==> src/stok_pkg.sv <==
// Shared types and token kind codes for the source tokenizer.
package stok_pkg;

	typedef logic [5:0] kind_t;

	localparam kind_t K_EOF     = 6'd0;
	localparam kind_t K_INVALID = 6'd1;
	localparam kind_t K_IDENT   = 6'd2;
	localparam kind_t K_STRING  = 6'd3;
	localparam kind_t K_INT     = 6'd4;
	localparam kind_t K_FLOAT   = 6'd5;
	localparam kind_t K_KEYWORD = 6'd37;
	localparam kind_t K_LAST    = 6'd43;

	// One token as it leaves the block.
	typedef struct packed {
		kind_t       kind;
		logic [31:0] start_pos;
		logic [31:0] end_pos;
		logic        last;
	} token_t;

	// Tokens produced by one byte, packed from tok0 upward.
	typedef struct packed {
		logic [1:0] count;
		token_t     tok0;
		token_t     tok1;
	} push_t;

endpackage

==> src/stok_scan.sv <==
// Scanner: input register, next-state logic and token generation.
module stok_scan import stok_pkg::*; #(
	parameter int POS_WIDTH = 32
) (
	input  logic       clk,
	input  logic       arst_n,
	input  logic [7:0] text_byte,
	input  logic       in_valid,
	output logic       in_stall,
	input  logic       room,
	output push_t      push
);

	typedef enum logic [2:0] {
		M_IDLE, M_COMMENT, M_IDENT, M_NUMBER, M_STRING, M_OPER
	} mode_t;

	typedef logic [3:0] opi_t;
	localparam opi_t OP_STAR     = 4'd4;
	localparam opi_t OP_STARSTAR = 4'd9;

	typedef struct packed {
		kind_t      eq_kind;
		logic [7:0] alt_char;
		kind_t      alt_kind;
		kind_t      single_kind;
	} op_row_t;

	typedef logic [POS_WIDTH-1:0] pos_t;

	// Operator table: kinds for "x=", the alternate second byte, and plain "x".
	function automatic op_row_t op_row(input opi_t idx);
		op_row_t r;
		r = '{eq_kind: 6'd0, alt_char: 8'd0, alt_kind: 6'd0, single_kind: 6'd0};
		unique case (idx)
			4'd0: r = '{6'd12, 8'd0, 6'd0, 6'd13};
			4'd1: r = '{6'd14, 8'd0, 6'd0, 6'd15};
			4'd2: r = '{6'd16, 8'd0, 6'd0, 6'd17};
			4'd3: r = '{6'd18, ">",  6'd19, 6'd20};
			4'd4: r = '{6'd23, 8'd0, 6'd0, 6'd24};
			4'd5: r = '{6'd25, 8'd0, 6'd0, 6'd26};
			4'd6: r = '{6'd27, 8'd0, 6'd0, 6'd28};
			4'd7: r = '{6'd29, "-",  6'd30, 6'd31};
			4'd8: r = '{6'd32, 8'd0, 6'd0, 6'd33};
			4'd9: r = '{6'd21, 8'd0, 6'd0, 6'd22};
			default: r = '{6'd0, 8'd0, 6'd0, 6'd0};
		endcase
		return r;
	endfunction

	// Keyword text, left aligned and zero padded to eight bytes.
	function automatic logic [63:0] kw_text(input logic [2:0] k);
		logic [63:0] t;
		t = '0;
		unique case (k)
			3'd0: t = {"if", 48'd0};
			3'd1: t = {"else", 32'd0};
			3'd2: t = {"while", 24'd0};
			3'd3: t = {"break", 24'd0};
			3'd4: t = "continue";
			3'd5: t = {"fn", 48'd0};
			3'd6: t = {"return", 16'd0};
			default: t = '0;
		endcase
		return t;
	endfunction

	function automatic logic [3:0] kw_len(input logic [2:0] k);
		logic [3:0] n;
		n = 4'd0;
		unique case (k)
			3'd0: n = 4'd2;
			3'd1: n = 4'd4;
			3'd2: n = 4'd5;
			3'd3: n = 4'd5;
			3'd4: n = 4'd8;
			3'd5: n = 4'd2;
			3'd6: n = 4'd6;
			default: n = 4'd0;
		endcase
		return n;
	endfunction

	// Keywords that still match after byte c lands at index i.
	function automatic logic [6:0] kw_keep(input logic [3:0] i, input logic [7:0] c);
		logic [6:0]  m;
		logic [63:0] t;
		m = '0;
		for (int k = 0; k < 7; k++) begin
			t = kw_text(3'(k));
			m[k] = (i < kw_len(3'(k))) && (t[8*(7 - i[2:0]) +: 8] == c);
		end
		return m;
	endfunction

	// Input register
	logic [7:0] byte_s1;
	logic       valid_s1;
	logic       fire;
	logic       accept;

	// Scanner state
	mode_t      mode_q;
	opi_t       op_q;
	pos_t       pos_q;
	pos_t       pstart_q;
	logic       dq_q;
	logic       esc_q;
	logic       pt_q;
	logic [3:0] len_q;
	logic [6:0] cand_q;

	mode_t      n_mode;
	opi_t       n_op;
	pos_t       n_pos;
	pos_t       n_pstart;
	logic       n_dq;
	logic       n_esc;
	logic       n_pt;
	logic [3:0] n_len;
	logic [6:0] n_cand;

	logic [7:0] c;
	pos_t       p;
	pos_t       p1;
	logic       is_alpha;
	logic       is_num;

	// Idle-byte handling
	logic       i_emit;
	kind_t      i_kind;
	pos_t       i_end;
	mode_t      i_mode;
	opi_t       i_op;
	logic       i_eof;
	logic       i_ps_we;
	pos_t       i_ps;
	logic       i_str;
	logic       i_ident;
	logic       i_num;

	// Pending-token result
	logic       e0;
	kind_t      k0;
	pos_t       end0;
	logic       use_idle;
	logic       emit1;
	kind_t      ident_kind;
	op_row_t    row;

	assign fire     = valid_s1 && room;
	assign in_stall = valid_s1 && !room;
	assign accept   = in_valid && !in_stall;

	assign c  = byte_s1;
	assign p  = pos_q;
	assign p1 = pos_q + 1'b1;
	assign is_alpha = (c >= "a" && c <= "z") || (c >= "A" && c <= "Z") || c == "_";
	assign is_num   = c >= "0" && c <= "9";
	assign row      = op_row(op_q);

	// Hold the byte until the scanner takes it.
	always_ff @(posedge clk or negedge arst_n) begin
		if (!arst_n) begin
			valid_s1 <= 1'b0;
		end else if (accept) begin
			valid_s1 <= 1'b1;
		end else if (fire) begin
			valid_s1 <= 1'b0;
		end
	end

	always_ff @(posedge clk) begin
		if (accept) begin
			byte_s1 <= text_byte;
		end
	end

	// Classify a byte seen between tokens.
	always_comb begin
		i_emit  = 1'b0;
		i_kind  = K_INVALID;
		i_end   = p1;
		i_mode  = M_IDLE;
		i_op    = '0;
		i_eof   = 1'b0;
		i_ps_we = 1'b0;
		i_ps    = p;
		i_str   = 1'b0;
		i_ident = 1'b0;
		i_num   = 1'b0;
		priority if (c == " " || c == "\t" || c == "\n" || c == "\r") begin
		end else if (c == 8'd0) begin
			i_emit = 1'b1;
			i_kind = K_EOF;
			i_end  = p;
			i_eof  = 1'b1;
		end else if (c == "#") begin
			i_mode = M_COMMENT;
		end else if (c == "(" || c == ")" || c == "{" || c == "}" || c == "[" || c == "]"
				|| c == "." || c == "," || c == ":") begin
			i_emit = 1'b1;
			priority case (c)
				"(":     i_kind = 6'd6;
				")":     i_kind = 6'd7;
				"{":     i_kind = 6'd8;
				"}":     i_kind = 6'd9;
				"[":     i_kind = 6'd10;
				"]":     i_kind = 6'd11;
				".":     i_kind = 6'd34;
				",":     i_kind = 6'd35;
				default: i_kind = 6'd36;
			endcase
		end else if (c == "=" || c == "!" || c == "+" || c == "-" || c == "*" || c == "/"
				|| c == "%" || c == "<" || c == ">") begin
			i_mode  = M_OPER;
			i_ps_we = 1'b1;
			priority case (c)
				"=":     i_op = 4'd0;
				"!":     i_op = 4'd1;
				"+":     i_op = 4'd2;
				"-":     i_op = 4'd3;
				"*":     i_op = OP_STAR;
				"/":     i_op = 4'd5;
				"%":     i_op = 4'd6;
				"<":     i_op = 4'd7;
				default: i_op = 4'd8;
			endcase
		end else if (c == "\"" || c == "'") begin
			i_mode  = M_STRING;
			i_str   = 1'b1;
			i_ps_we = 1'b1;
			i_ps    = p1;
		end else if (is_alpha) begin
			i_mode  = M_IDENT;
			i_ident = 1'b1;
			i_ps_we = 1'b1;
		end else if (is_num) begin
			i_mode  = M_NUMBER;
			i_num   = 1'b1;
			i_ps_we = 1'b1;
		end else begin
			i_emit = 1'b1;
		end
	end

	// Resolve an identifier against the keywords still in the running.
	always_comb begin
		ident_kind = K_IDENT;
		for (int k = 0; k < 7; k++) begin
			if (cand_q[k] && len_q == kw_len(3'(k))) begin
				ident_kind = K_KEYWORD + 6'(k);
			end
		end
	end

	// Advance the pending token; fall back to idle handling for a byte that closes it but is not part of it.
	always_comb begin
		e0       = 1'b0;
		k0       = K_INVALID;
		end0     = p;
		use_idle = 1'b0;
		n_mode   = mode_q;
		n_op     = op_q;
		n_pstart = pstart_q;
		n_dq     = dq_q;
		n_esc    = esc_q;
		n_pt     = pt_q;
		n_len    = len_q;
		n_cand   = cand_q;
		unique case (mode_q)
			M_COMMENT: begin
				use_idle = (c == 8'd0) || (c == "\n");
			end
			M_IDENT: begin
				if (is_alpha || is_num) begin
					n_cand = cand_q & kw_keep(len_q, c);
					n_len  = (len_q == 4'd15) ? len_q : len_q + 4'd1;
				end else begin
					e0       = 1'b1;
					k0       = ident_kind;
					use_idle = 1'b1;
				end
			end
			M_NUMBER: begin
				if (is_alpha || is_num || c == ".") begin
					if (c == ".") begin
						n_pt = 1'b1;
					end
				end else begin
					e0       = 1'b1;
					k0       = pt_q ? K_FLOAT : K_INT;
					use_idle = 1'b1;
				end
			end
			M_STRING: begin
				priority if (c == 8'd0 || (!esc_q && c == "\n")) begin
					n_esc    = 1'b0;
					e0       = 1'b1;
					k0       = K_INVALID;
					use_idle = 1'b1;
				end else if (esc_q) begin
					n_esc = 1'b0;
				end else if (c == "\\") begin
					n_esc = 1'b1;
				end else if (c == (dq_q ? 8'h22 : 8'h27)) begin
					e0     = 1'b1;
					k0     = K_STRING;
					n_mode = M_IDLE;
				end else begin
				end
			end
			M_OPER: begin
				priority if (op_q == OP_STAR && c == "*") begin
					n_op = OP_STARSTAR;
				end else if (c == "=") begin
					e0     = 1'b1;
					k0     = row.eq_kind;
					end0   = p1;
					n_mode = M_IDLE;
				end else if (row.alt_char != 8'd0 && c == row.alt_char) begin
					e0     = 1'b1;
					k0     = row.alt_kind;
					end0   = p1;
					n_mode = M_IDLE;
				end else begin
					e0       = 1'b1;
					k0       = row.single_kind;
					use_idle = 1'b1;
				end
			end
			default: begin
				use_idle = 1'b1;
			end
		endcase

		if (use_idle) begin
			n_mode = i_mode;
			if (i_mode == M_OPER) begin
				n_op = i_op;
			end
			if (i_ps_we) begin
				n_pstart = i_ps;
			end
			if (i_str) begin
				n_dq  = (c == "\"");
				n_esc = 1'b0;
			end
			if (i_ident) begin
				n_len  = 4'd1;
				n_cand = kw_keep(4'd0, c);
			end
			if (i_num) begin
				n_pt = 1'b0;
			end
		end

		n_pos = (use_idle && i_eof) ? '0 : p1;
	end

	assign emit1 = use_idle && i_emit;

	// Pack the words for the result queue, pending token first.
	always_comb begin
		push.count = 2'd0;
		push.tok0  = '{kind: i_kind, start_pos: 32'(p), end_pos: 32'(i_end), last: 1'b1};
		push.tok1  = push.tok0;
		if (fire) begin
			push.count = {1'b0, e0} + {1'b0, emit1};
		end
		if (e0) begin
			push.tok0 = '{kind: k0, start_pos: 32'(pstart_q), end_pos: 32'(end0),
				last: !emit1};
		end
	end

	// Hold scanner state; advance on every processed byte.
	always_ff @(posedge clk or negedge arst_n) begin
		if (!arst_n) begin
			mode_q   <= M_IDLE;
			op_q     <= '0;
			pos_q    <= '0;
			pstart_q <= '0;
			dq_q     <= 1'b0;
			esc_q    <= 1'b0;
			pt_q     <= 1'b0;
			len_q    <= '0;
			cand_q   <= '1;
		end else if (fire) begin
			mode_q   <= n_mode;
			op_q     <= n_op;
			pos_q    <= n_pos;
			pstart_q <= n_pstart;
			dq_q     <= n_dq;
			esc_q    <= n_esc;
			pt_q     <= n_pt;
			len_q    <= n_len;
			cand_q   <= n_cand;
		end
	end

endmodule

==> src/stok_fifo.sv <==
// Four-entry result queue: takes up to two words a cycle, gives one unless out_stall is high.
module stok_fifo import stok_pkg::*; (
	input  logic        clk,
	input  logic        arst_n,
	input  push_t       push,
	output logic        room,
	output logic        out_valid,
	input  logic        out_stall,
	output logic [5:0]  token_kind,
	output logic [31:0] token_start,
	output logic [31:0] token_end,
	output logic        last_of_run
);

	token_t     mem [4];
	logic [1:0] wr_q;
	logic [1:0] rd_q;
	logic [2:0] cnt_q;
	logic       pop;
	token_t     head;

	assign out_valid = cnt_q != 3'd0;
	assign pop       = out_valid && !out_stall;
	assign room      = cnt_q <= 3'd2;
	assign head      = mem[rd_q];

	assign token_kind  = head.kind;
	assign token_start = head.start_pos;
	assign token_end   = head.end_pos;
	assign last_of_run = head.last;

	// Write the new words at the tail.
	always_ff @(posedge clk) begin
		if (push.count != 2'd0) begin
			mem[wr_q] <= push.tok0;
		end
		if (push.count == 2'd2) begin
			mem[wr_q + 2'd1] <= push.tok1;
		end
	end

	// Advance pointers and the fill count.
	always_ff @(posedge clk or negedge arst_n) begin
		if (!arst_n) begin
			wr_q  <= '0;
			rd_q  <= '0;
			cnt_q <= '0;
		end else begin
			wr_q  <= wr_q + push.count;
			rd_q  <= rd_q + {1'b0, pop};
			cnt_q <= cnt_q + {1'b0, push.count} - {2'b0, pop};
		end
	end

endmodule

==> src/source_tokenizer_top.sv <==
// Streaming tokenizer: one source byte in per word, tokens out per word.
// A token passes the input register and is written into the result queue before it leaves.
// Throughput: one byte per cycle; a byte yields zero, one or two tokens, and the
// four-entry result queue stalls input when fewer than two slots are free.
// Reset (arst_n low, asynchronous): scanner idle, position zero, queue empty.
module source_tokenizer_top import stok_pkg::*; #(
	parameter int POS_WIDTH = 32
) (
	input  logic        clk,
	input  logic        arst_n,
	input  logic        in_valid,
	output logic        in_stall,
	input  logic [7:0]  text_byte,
	output logic        out_valid,
	input  logic        out_stall,
	output logic [5:0]  token_kind,
	output logic [31:0] token_start,
	output logic [31:0] token_end,
	output logic        last_of_run
);

	push_t push;
	logic  room;

	stok_scan #(
		.POS_WIDTH (POS_WIDTH)
	) u_scan (
		.clk       (clk),
		.arst_n    (arst_n),
		.text_byte (text_byte),
		.in_valid  (in_valid),
		.in_stall  (in_stall),
		.room      (room),
		.push      (push)
	);

	stok_fifo u_fifo (
		.clk         (clk),
		.arst_n      (arst_n),
		.push        (push),
		.room        (room),
		.out_valid   (out_valid),
		.out_stall   (out_stall),
		.token_kind  (token_kind),
		.token_start (token_start),
		.token_end   (token_end),
		.last_of_run (last_of_run)
	);

endmodule

==> config.mk <==
export PLATFORM = sky130hd
export DESIGN_NAME = source_tokenizer_top
export DESIGN_NICKNAME = d
export VERILOG_FILES = /design/src/stok_pkg.sv /design/src/stok_scan.sv /design/src/stok_fifo.sv /design/src/source_tokenizer_top.sv
export SDC_FILE = /design/constraint.sdc
export NUM_CORES = 1
export LEC_CHECK = 0
export ABC_AREA = 1
export BUFFER_PORTS_ARGS = -buffer_cell sky130_fd_sc_hd__buf_4
export CAP_MARGIN = 20
export CORE_ASPECT_RATIO = 1.4
export CORE_MARGIN = 5
export CORE_UTILIZATION = 55
export CTS_BUF_LIST = sky130_fd_sc_hd__clkbuf_16
export CTS_CLUSTER_DIAMETER = 80
export DETAILED_ROUTE_END_ITERATION = 10
export PLACE_DENSITY = 0.74
export SYNTH_ARGS = -nofsm -noshare
export SYNTH_HDL_FRONTEND = slang
export SYNTH_SLANG_ARGS = --single-unit
==> constraint.sdc <==
create_clock -name clk -period 19.8 [get_ports clk]
set_clock_uncertainty 0.1 [all_clocks]
set_input_delay 1.98 -clock clk [delete_from_list [all_inputs] [get_ports clk]]
set_output_delay 1.98 -clock clk [all_outputs]
set_load 0.05 [all_outputs]
==> metrics.md, run 1 <==
| Metric | Value |
|---|---|
| Overall routing resource usage | 0.342 |
| Worst reg-to-reg path cell count | 18 |
| Worst VDD drop | between 0.1 and 0.15 mV |
| Area of the die | ~46,000 sq um |
| Area leader, netlist | edfxtp_1 |
| Clk buf depth | 3 |
| Post-route clock period utilization | 0.348 |
| Final ANT Viol Nets | 0 |
| DRC Markers | 0 |
| RSZ-0062 raised after global routing | no |
| Gpl congestion | 0.981 |
| Cell Rows | a little under 90 |
| RR Endpoint | u_fifo.mem[1][55] |
| Register area share after synthesis | 0.481 |
| Status | finished, final reports clean |
| Placed Instance Area | approximately 24,000 sq um |
| Final-report setup violation count | 0 |
| Final core utilization | 0.609 |
| Crit-path max FO | 70 |
| Post-Layout Inst Area | about 25,000 sq um |
| Largest net degree at the start of global routing | slightly above 80 |
| CP Cell Sequence | nor2_1 > nand2_1 > inv_2 > nand2_1 > buf_4 > nand2_1 > nand2_1 > nand2_1 > a21oi_4 > buf_4 > nand2_2 > buf_4 > ha_1 > nor2_2 > nand2_1 > buf_4 > nand2_4 > buf_4 |
| Slowest-stage cell, CP | buf_4 |
| DR vias | 22.2k |
| Max capacitance violation total | 0 |
| Leak | 10.2 nW |
| Post-CTS sizing | 0 |
| Vias in the first global route | 22.1k |
| Detailed-route vias per instance | about 6.3 |
| Router iterations before antenna repair | 6 |
| Worst EP required | 19.86 ns |
| Netlist Area Pre-Place | ~23,000 sq um |
| Hold Crit Class | reg -> reg |
| Routed wire length | between 80,000 and 90,000 um |
| WP depth | 18 |
| Slew HR | 0.240 |
| Critical Path AT | around 6.9 ns |
| CP Launch Type | flip-flop |
| Measured slew at the worst slew-check pin | around 1.1 ns |
| Die width | 183 um |
| Post-Synthesis Mean Instance Area | 7.71 sq um |
| FMAX | approximately 150 MHz |
| Synth cell count leaders | 742 x nand2_1, 467 x nand3_1, 364 x o21ai_0 |
| Core Area | 41,300 sq um |
| Clock insertion delay at the later pin of the skew report | roughly 0.55 ns |
| DIE HEIGHT | about 250 um |
| Root Driver | clkbuf_16 |
| CP Buf/Inv Count | 6 |
| Initial antenna violation count | 0 |
| Drt first-iter violations | 2,311 |
| Synth Flop Type | edfxtp_1 |
| Post-Syn Nets | approximately 3k |
| Synth area leaders | edfxtp_1 37%, nand2_1 12%, nand3_1 10% |
| Setup TNS | 0 ns |
| Slowest stage delay, CP | about 0.82 ns |
| Initial Util | 0.556 |
| Async SR Flop Fraction | 0.242 |
| Routed length per instance | 22.7 um |
| Number of flops mapped to enable cells by yosys | 284 |
| Fin. Hold Viols | 0 |
| Critical Setup Path Class | reg -> reg |
| Hold slack | 0.376 ns |
| Distinct cells, synth | between 40 and 50 |
| CTS clk-pin slew, worst paths | around 0.060 ns |
| R2r setup slk | 12.92 ns |
| H-tree lvl count | 2 |
| Layout net count | about 3k |
| Gate count after technology mapping | between 2k and 3k |
| Post-DP HPWL | 52,800 um |
| Slew Limit Fails | 0 |
| CTS tree | done |
| Grt total ovfl | 0 |
| PwrDens | roughly 150 nW/um^2 |
| Ant diodes | 0 |
| FF-to-FF Start | u_scan.byte_s1[3] |
| Clock tree sinks | around 390 |
| Hold_buf cts | 0 |
| Flip-flop and latch count after synthesis | just under 400 |
| CP most frequent cell | nand2_1 |
| Share of cells above drive strength 1 | 0.0901 |
| Tmin final | 6.88 ns |
| CP Capture Type | flip-flop |
| Yosys top cell area share | 0.372 |
| Port Buf Inserts | 84 |
| Setup Buffers After CTS | 0 |
| Num ports | 85 |
| Top delay family on crit path | buffers and inverters |
| Top-count cell post-synth | nand2_1 |
| Number of synthesis warnings | 0 |
| CP startpoint | u_scan.byte_s1[3] |
| Setup crit end | u_fifo.mem[1][55] |
| Area delta synth->final | 9.63% |
| CTS Buf Count | 40 |
| First-pass GRT wire length | 124,000 um |
==> cell families (layout without fill, tap and decap cells) <==
family,count (synthesis),count (layout),share of synthesized area
DFF,385,385,0.481
AOI/OAI and AO/OA,573,573,0.133
adders and majority gates,19,19,0.0107
buffers and inverters,374,387,0.0659
and+or+nand+nor,1594,1594,0.299
xor gates and xnor gates,29,29,0.0111
==> layer usage <==
metal | share of wire | wire [um] | vias to the layer above | track usage
met5 | 0 | 0 | - | 0
met4 | 0.075 | 6040 | 0 | 0.224
met3 | 0.071 | 5650 | 330 | 0.0394
met2 | 0.51 | 41000 | 1221 | 0.613
met1 | 0.34 | 27400 | 10400 | 0.382
li1 | - | - | 10200 | -
==> how the worst min path moves through the flow <==
| stage | from | endpoint | slack, ns | depth (start not counted) |
|---|---|---|---|---|
| finish | u_scan.pstart_q[29] | u_scan.pstart_q[29] | 0.38 | 2 |
| floorplan | u_scan.pstart_q[21] | u_scan.pstart_q[21] | 0.34 | 2 |
| global route | u_scan.cand_q[5] | u_scan.cand_q[5] | 0.40 | 2 |
| global placement | u_scan.pstart_q[2] | u_scan.pstart_q[2] | 0.36 | 2 |
| detailed placement | u_scan.pstart_q[30] | u_scan.pstart_q[30] | 0.36 | 2 |
| CTS | u_scan.pstart_q[30] | u_scan.pstart_q[30] | 0.38 | 2 |
==> registers in the layout, indices dropped and copies added (netlist names), 2 cells and up <==
| register | flops |
|---|---|
| u_fifo.cnt_q | 3 |
| u_scan.mode_q | 3 |
| u_fifo.rd_q | 2 |
| u_scan.len_q | 4 |
| u_scan.op_q | 4 |
| u_fifo.wr_q | 2 |
| u_scan.p | 32 |
| u_scan.cand_q | 7 |
| u_scan.pstart_q | 32 |
| u_fifo.mem | 284 |
| u_scan.byte_s1 | 8 |
==> layout make-up <==
class	count	area [sq um]
timing repair buffer	115	876
clock buffer	42	1050
tap	540	676
clock inverter	32	298
fill	3632	16100
multi-input combinational	2215	10500
sequential	385	11000
inverter	198	752
==> cell usage in the layout (no fill, tap or decap), types with 2 or more instances in the layout <==
cell,instances
nor2_4,4
inv_1,171
inv_6,3
nor3_1,23
nand4_1,23
ha_1,18
dfstp_2,7
bufinv_16,5
o21ai_0,363
xor2_1,27
nand2_4,3
clkbuf_16,42
nor3b_1,2
nor2_2,8
o22ai_1,100
a21oi_1,28
buf_4,114
inv_2,18
edfxtp_1,284
dfxtp_1,8
dfrtp_4,2
o21a_1,2
o211ai_1,6
o21ai_1,66
nand3b_1,6
clkinvlp_4,3
clkinv_2,9
inv_4,2
dfrtp_1,84
nand3_1,467
nor2_1,274
clkinv_1,18
nand2_2,37
nand2_1,738
xnor2_1,2
nand3_2,6
==> power breakdown <==
group | internal (mW) | switching, mW
logic | 0.458 | 1.46
clock network | 0.452 | 0.331
registers | 1.04 | 0.108
==> metrics by stage <==
stage | instances | power, mW | setup WS, ns
floorplan | 2974 | 2.45 | 11.87
global placement | 3452 | 3.03 | 13.20
detailed placement | 3452 | 3.06 | 13.11
CTS | 3526 | 3.83 | 13.10
global route | 3527 | 4.03 | 12.62
finish | 3527 | 3.85 | 12.92
==> tightest hold or removal path: stages (launching register included) <==
cell and delay [ns]:
dfrtp_1 0.34, nand2_1 0.05, nand2_1 0.05
Power figures use the tool's default switching activity.
==> run 2, diff against run 1 <==
--- a/config.mk
+++ b/config.mk
@@ -5,7 +5,7 @@
 export SDC_FILE = /design/constraint.sdc
 export NUM_CORES = 1
 export LEC_CHECK = 0
-export ABC_AREA = 1
+export ABC_AREA = 0
 export BUFFER_PORTS_ARGS = -buffer_cell sky130_fd_sc_hd__buf_4
 export CAP_MARGIN = 20
 export CORE_ASPECT_RATIO = 1.4
==> constraint.sdc (replaced) <==
create_clock -name clk -period 6.7 [get_ports clk]
set_clock_uncertainty 0.1 [all_clocks]
set_input_delay 0.67 -clock clk [delete_from_list [all_inputs] [get_ports clk]]
set_output_delay 0.67 -clock clk [all_outputs]
set_load 0.05 [all_outputs]
==> run 2 against run 1 <==
Effect of this change:
- non-clock buffer count rose by 31
- synthesized cell count fell by 35%
- clock power rose to 2.6 times the previous value
- routed wire length fell by 15%
- global-route usage fell by 3.7 points
- sequential power rose to 3.0 times the previous value
- combinational power rose by 150%
- flip-flop and latch count did not move
==> metrics.md, run 2 <==
| Metric | Value |
|---|---|
| Crit-path max FO | 25 (was 70) |
| Status | finished, final reports clean (unchanged) |
| Initial antenna violation count | 1 (was 0) |
| Commonest non-fill, non-tap cells in the layout | 284 x edfxtp_1, 174 x a22o_1, 140 x buf_4, 131 x o21ai_0, 118 x nand2_1 (was 738 x nand2_1, 467 x nand3_1, 363 x o21ai_0, 284 x edfxtp_1, 274 x nor2_1) |
| Register area share after synthesis | 0.501 (was 0.481) |
| Number of synthesis warnings | 0 (unchanged) |
| Clock insertion delay at the later pin of the skew report | 0.55 ns (about the same) |
| Adder-cell share of the synthesized area | 0.0112 (was 0.0107) |
| CP Capture Type | flip-flop (unchanged) |
| DRC Markers | 0 (unchanged) |
| First-pass GRT wire length | 104,000 um (was 124,000 um) |
| Cell Rows | 86 (was 88) |
| CTS Buf Count | 39 (was 40) |
| GR Layer Usage met3 | 0.0668 (was 0.0394) |
| CTS clk-pin slew, worst paths | 0.06 ns (about the same) |
| H-tree lvl count | 2 (unchanged) |
| Distinct cells, synth | 90 (was 45) |
| Measured slew at the worst slew-check pin | 1.18 ns (was 1.14 ns) |
| Slew Limit Fails | 0 (unchanged) |
| Largest family of logic cells by synthesized area | compound AO/OA/AOI/OAI gates (was simple AND/OR/NAND/NOR gates) |
| Die width | 179 um (was 183 um) |
| Hold Crit Class | in -> async (was reg -> reg) |
| Most Crowded Layer GR | met2 (unchanged) |
| Critical Path AT | 5.72 ns (was 6.94 ns) |
| R2r setup slk | 1.28 ns (was 12.92 ns) |
| Leak | 8.37 nW (was 10.2 nW) |
| Gpl congestion | 0.954 (was 0.981) |
| Area leader, netlist | edfxtp_1 (unchanged) |
| Final ANT Viol Nets | 0 (unchanged) |
| Post-Syn Nets | 1,951 (was 3,005) |
| Xor/xnor cell area share of the yosys netlist | 0.0243 (was 0.0111) |
| Slew HR | 0.216 (was 0.240) |
| Fin. Hold Viols | 0 (unchanged) |
| Post-DP HPWL | 43,100 um (was 52,800 um) |
| Async SR Flop Fraction | 0.242 (unchanged) |
| Fillcell total | 3,102 (was 3,632) |
| PwrDens | 426 nW/um^2 (was 153 nW/um^2) |
| Port Buf Inserts | 84 (unchanged) |
| Layout net count | 1,937 (was 2,986) |
| Ant diodes | 0 (unchanged) |
| Routed length per instance | 27.6 um (was 22.7 um) |
| Post-CTS sizing | 0 (unchanged) |
| Yosys top cell area share | 0.388 (was 0.372) |
| Num ports | 85 (unchanged) |
| DIE HEIGHT | 247 um (was 252 um) |
| Netlist Area Pre-Place | 22,000 sq um (was 22,900 sq um) |
| Setup TNS | 0 ns (unchanged) |
| Final-report setup violation count | 0 (unchanged) |
| FMAX | 184 MHz (was 145 MHz) |
| Hold slack | 0.0862 ns (was 0.376 ns) |
| Post-Synthesis Mean Instance Area | 11.5 sq um (was 7.71 sq um) |
| Overall routing resource usage | 0.305 (was 0.342) |
| Commonest non-fill, non-tap cell in the layout | edfxtp_1 (was nand2_1) |
| Overall power | 10.3 mW (was 3.85 mW) |
| Area of the die | 44,100 sq um (was 45,900 sq um) |
| Gate count after technology mapping | 1,920 (was 2,974) |
| Initial Util | 0.557 (was 0.556) |
| Mux cell area share after synthesis | 0.0989 (was 0) |
| Largest net degree at the start of global routing | 57 (was 81) |
| Hold_buf cts | 0 (unchanged) |
| Max capacitance violation total | 0 (unchanged) |
| Vias in the first global route | 18.0k (was 22.1k) |
| CTS tree | done (unchanged) |
| CP Launch Type | flip-flop (unchanged) |
| Synth area leaders | edfxtp_1 39%, dfrtp_1 9.8%, mux4_2 7.3% (was edfxtp_1 37%, nand2_1 12%, nand3_1 10%) |
| Compound-Gate Fraction of Synth Area | 0.220 (was 0.133) |
| Clock tree sinks | 385 (unchanged) |
| Number of flops mapped to enable cells by yosys | 284 (unchanged) |
| Worst VDD drop | 0.307 mV (was 0.120 mV) |
| DR vias | 17.6k (was 22.2k) |
| Max FFs per register | 284 (unchanged) |
| Routed wire length | 68,000 um (was 80,100 um) |
| Clk buf depth | 3 (unchanged) |
| Tmin final | 5.42 ns (was 6.88 ns) |
| Top-count cell post-synth | edfxtp_1 (was nand2_1) |
| Critical Setup Path Class | reg -> reg (unchanged) |
| Worst EP required | 7.00 ns (was 19.86 ns) |
| Met2 usage | 0.516 (was 0.613) |
| RSZ-0062 raised after global routing | no (unchanged) |
| Drt first-iter violations | 2,064 (was 2,311) |
| Grt met1 use | 0.355 (was 0.382) |
| Detailed-route vias per instance | 7.16 (was 6.28) |
| Synth cell count leaders | 284 x edfxtp_1, 174 x a22o_1, 131 x o21ai_0 (was 742 x nand2_1, 467 x nand3_1, 364 x o21ai_0) |
| Root Driver | clkbuf_16 (unchanged) |
| Post-Synth Simple-Gate Area | 0.0971 (was 0.299) |
| Synth Flop Type | edfxtp_1 (unchanged) |
| Setup Buffers After CTS | 0 (unchanged) |
| Post-route clock period utilization | 0.809 (was 0.348) |
| Share of cells above drive strength 1 | 0.190 (was 0.0901) |
| Router iterations before antenna repair | 7 (was 6) |
| Top reg by flops | u_fifo.mem (unchanged) |
| Grt total ovfl | 0 (unchanged) |
| Core Area | 39,500 sq um (was 41,300 sq um) |
| Area delta synth->final | 10.2% (was 9.63%) |
| Flip-flop and latch count after synthesis | 385 (unchanged) |
## run 2: cell families after synthesis
logic type | after synthesis
DFF | 385
and+or+nand+nor | 417
AOI/OAI and AO/OA | 677
buffers and inverters | 248
muxes | 113
adders and majority gates | 19
xor gates and xnor gates | 61
## run 2: area by class of cell
class | instances | area (sq um) | share of cell area
clock buffer | 41 | 1030 | 0.0423
clock inverter | 29 | 164 | 0.00677
inverter | 47 | 176 | 0.00728
multi-input combinational | 1287 | 10000 | 0.413
sequential | 385 | 11000 | 0.455
tap | 528 | 661 | 0.0273
timing repair buffer | 146 | 1170 | 0.0483
## run 2: path summary, 6_finish.rpt
check	startpoint	depth (start not counted)	endpoint
max	u_scan.byte_s1[4]	13	u_fifo.mem[3][2]
min	arst_n	1	u_scan.pstart_q[29]
max reg2reg	u_scan.byte_s1[4]	13	u_fifo.mem[3][2]
min reg2reg	u_fifo.mem[2][69]	2	u_fifo.mem[2][69]
max in group asynchronous	arst_n	2	u_fifo.rd_q[0]
min in group clk	text_byte[4]	1	u_scan.byte_s1[4]
## run 2: per-stage QoR
step	instances	setup slack, ns	area [sq um]	utilization
4_1_cts	2463	1.46	24200	0.614
5_1_grt	2463	0.955	24200	0.614
3_3_place_gp	2393	1.58	23000	0.583
3_5_place_dp	2393	1.47	23000	0.583
2_1_floorplan	1920	1.23	22000	-
6_report	2463	1.28	24200	0.614
## run 2: power breakdown
group	leakage, nW	switching, mW	internal (mW)
Combinational	3.87	3.27	1.52
Sequential	3.89	0.409	3.06
Clock	0.603	0.925	1.15
Total	8.37	4.60	5.72
## run 2: worst max-delay path, stage by stage (launching register included)
cell       delay, ns
edfxtp_1        0.68
or4b_1          0.80
a2111oi_4       0.42
o31ai_1         0.22
o21ai_2         0.20
nor2_2          0.05
buf_4           0.20
inv_2           0.21
ha_1            0.32
nand4b_1        0.29
nor2_1          0.37
nand2_1         0.71
o21ai_2         0.48
a22o_1          0.21
## run 2: routing by layer
layer / wire length [um] / vias up / share of wire
met5: 13 / - / 0.00019
met4: 4410 / 2 / 0.065
met3: 6660 / 340 / 0.098
met2: 33600 / 1219 / 0.49
met1: 23300 / 8541 / 0.34
li1: - / 7529 / -
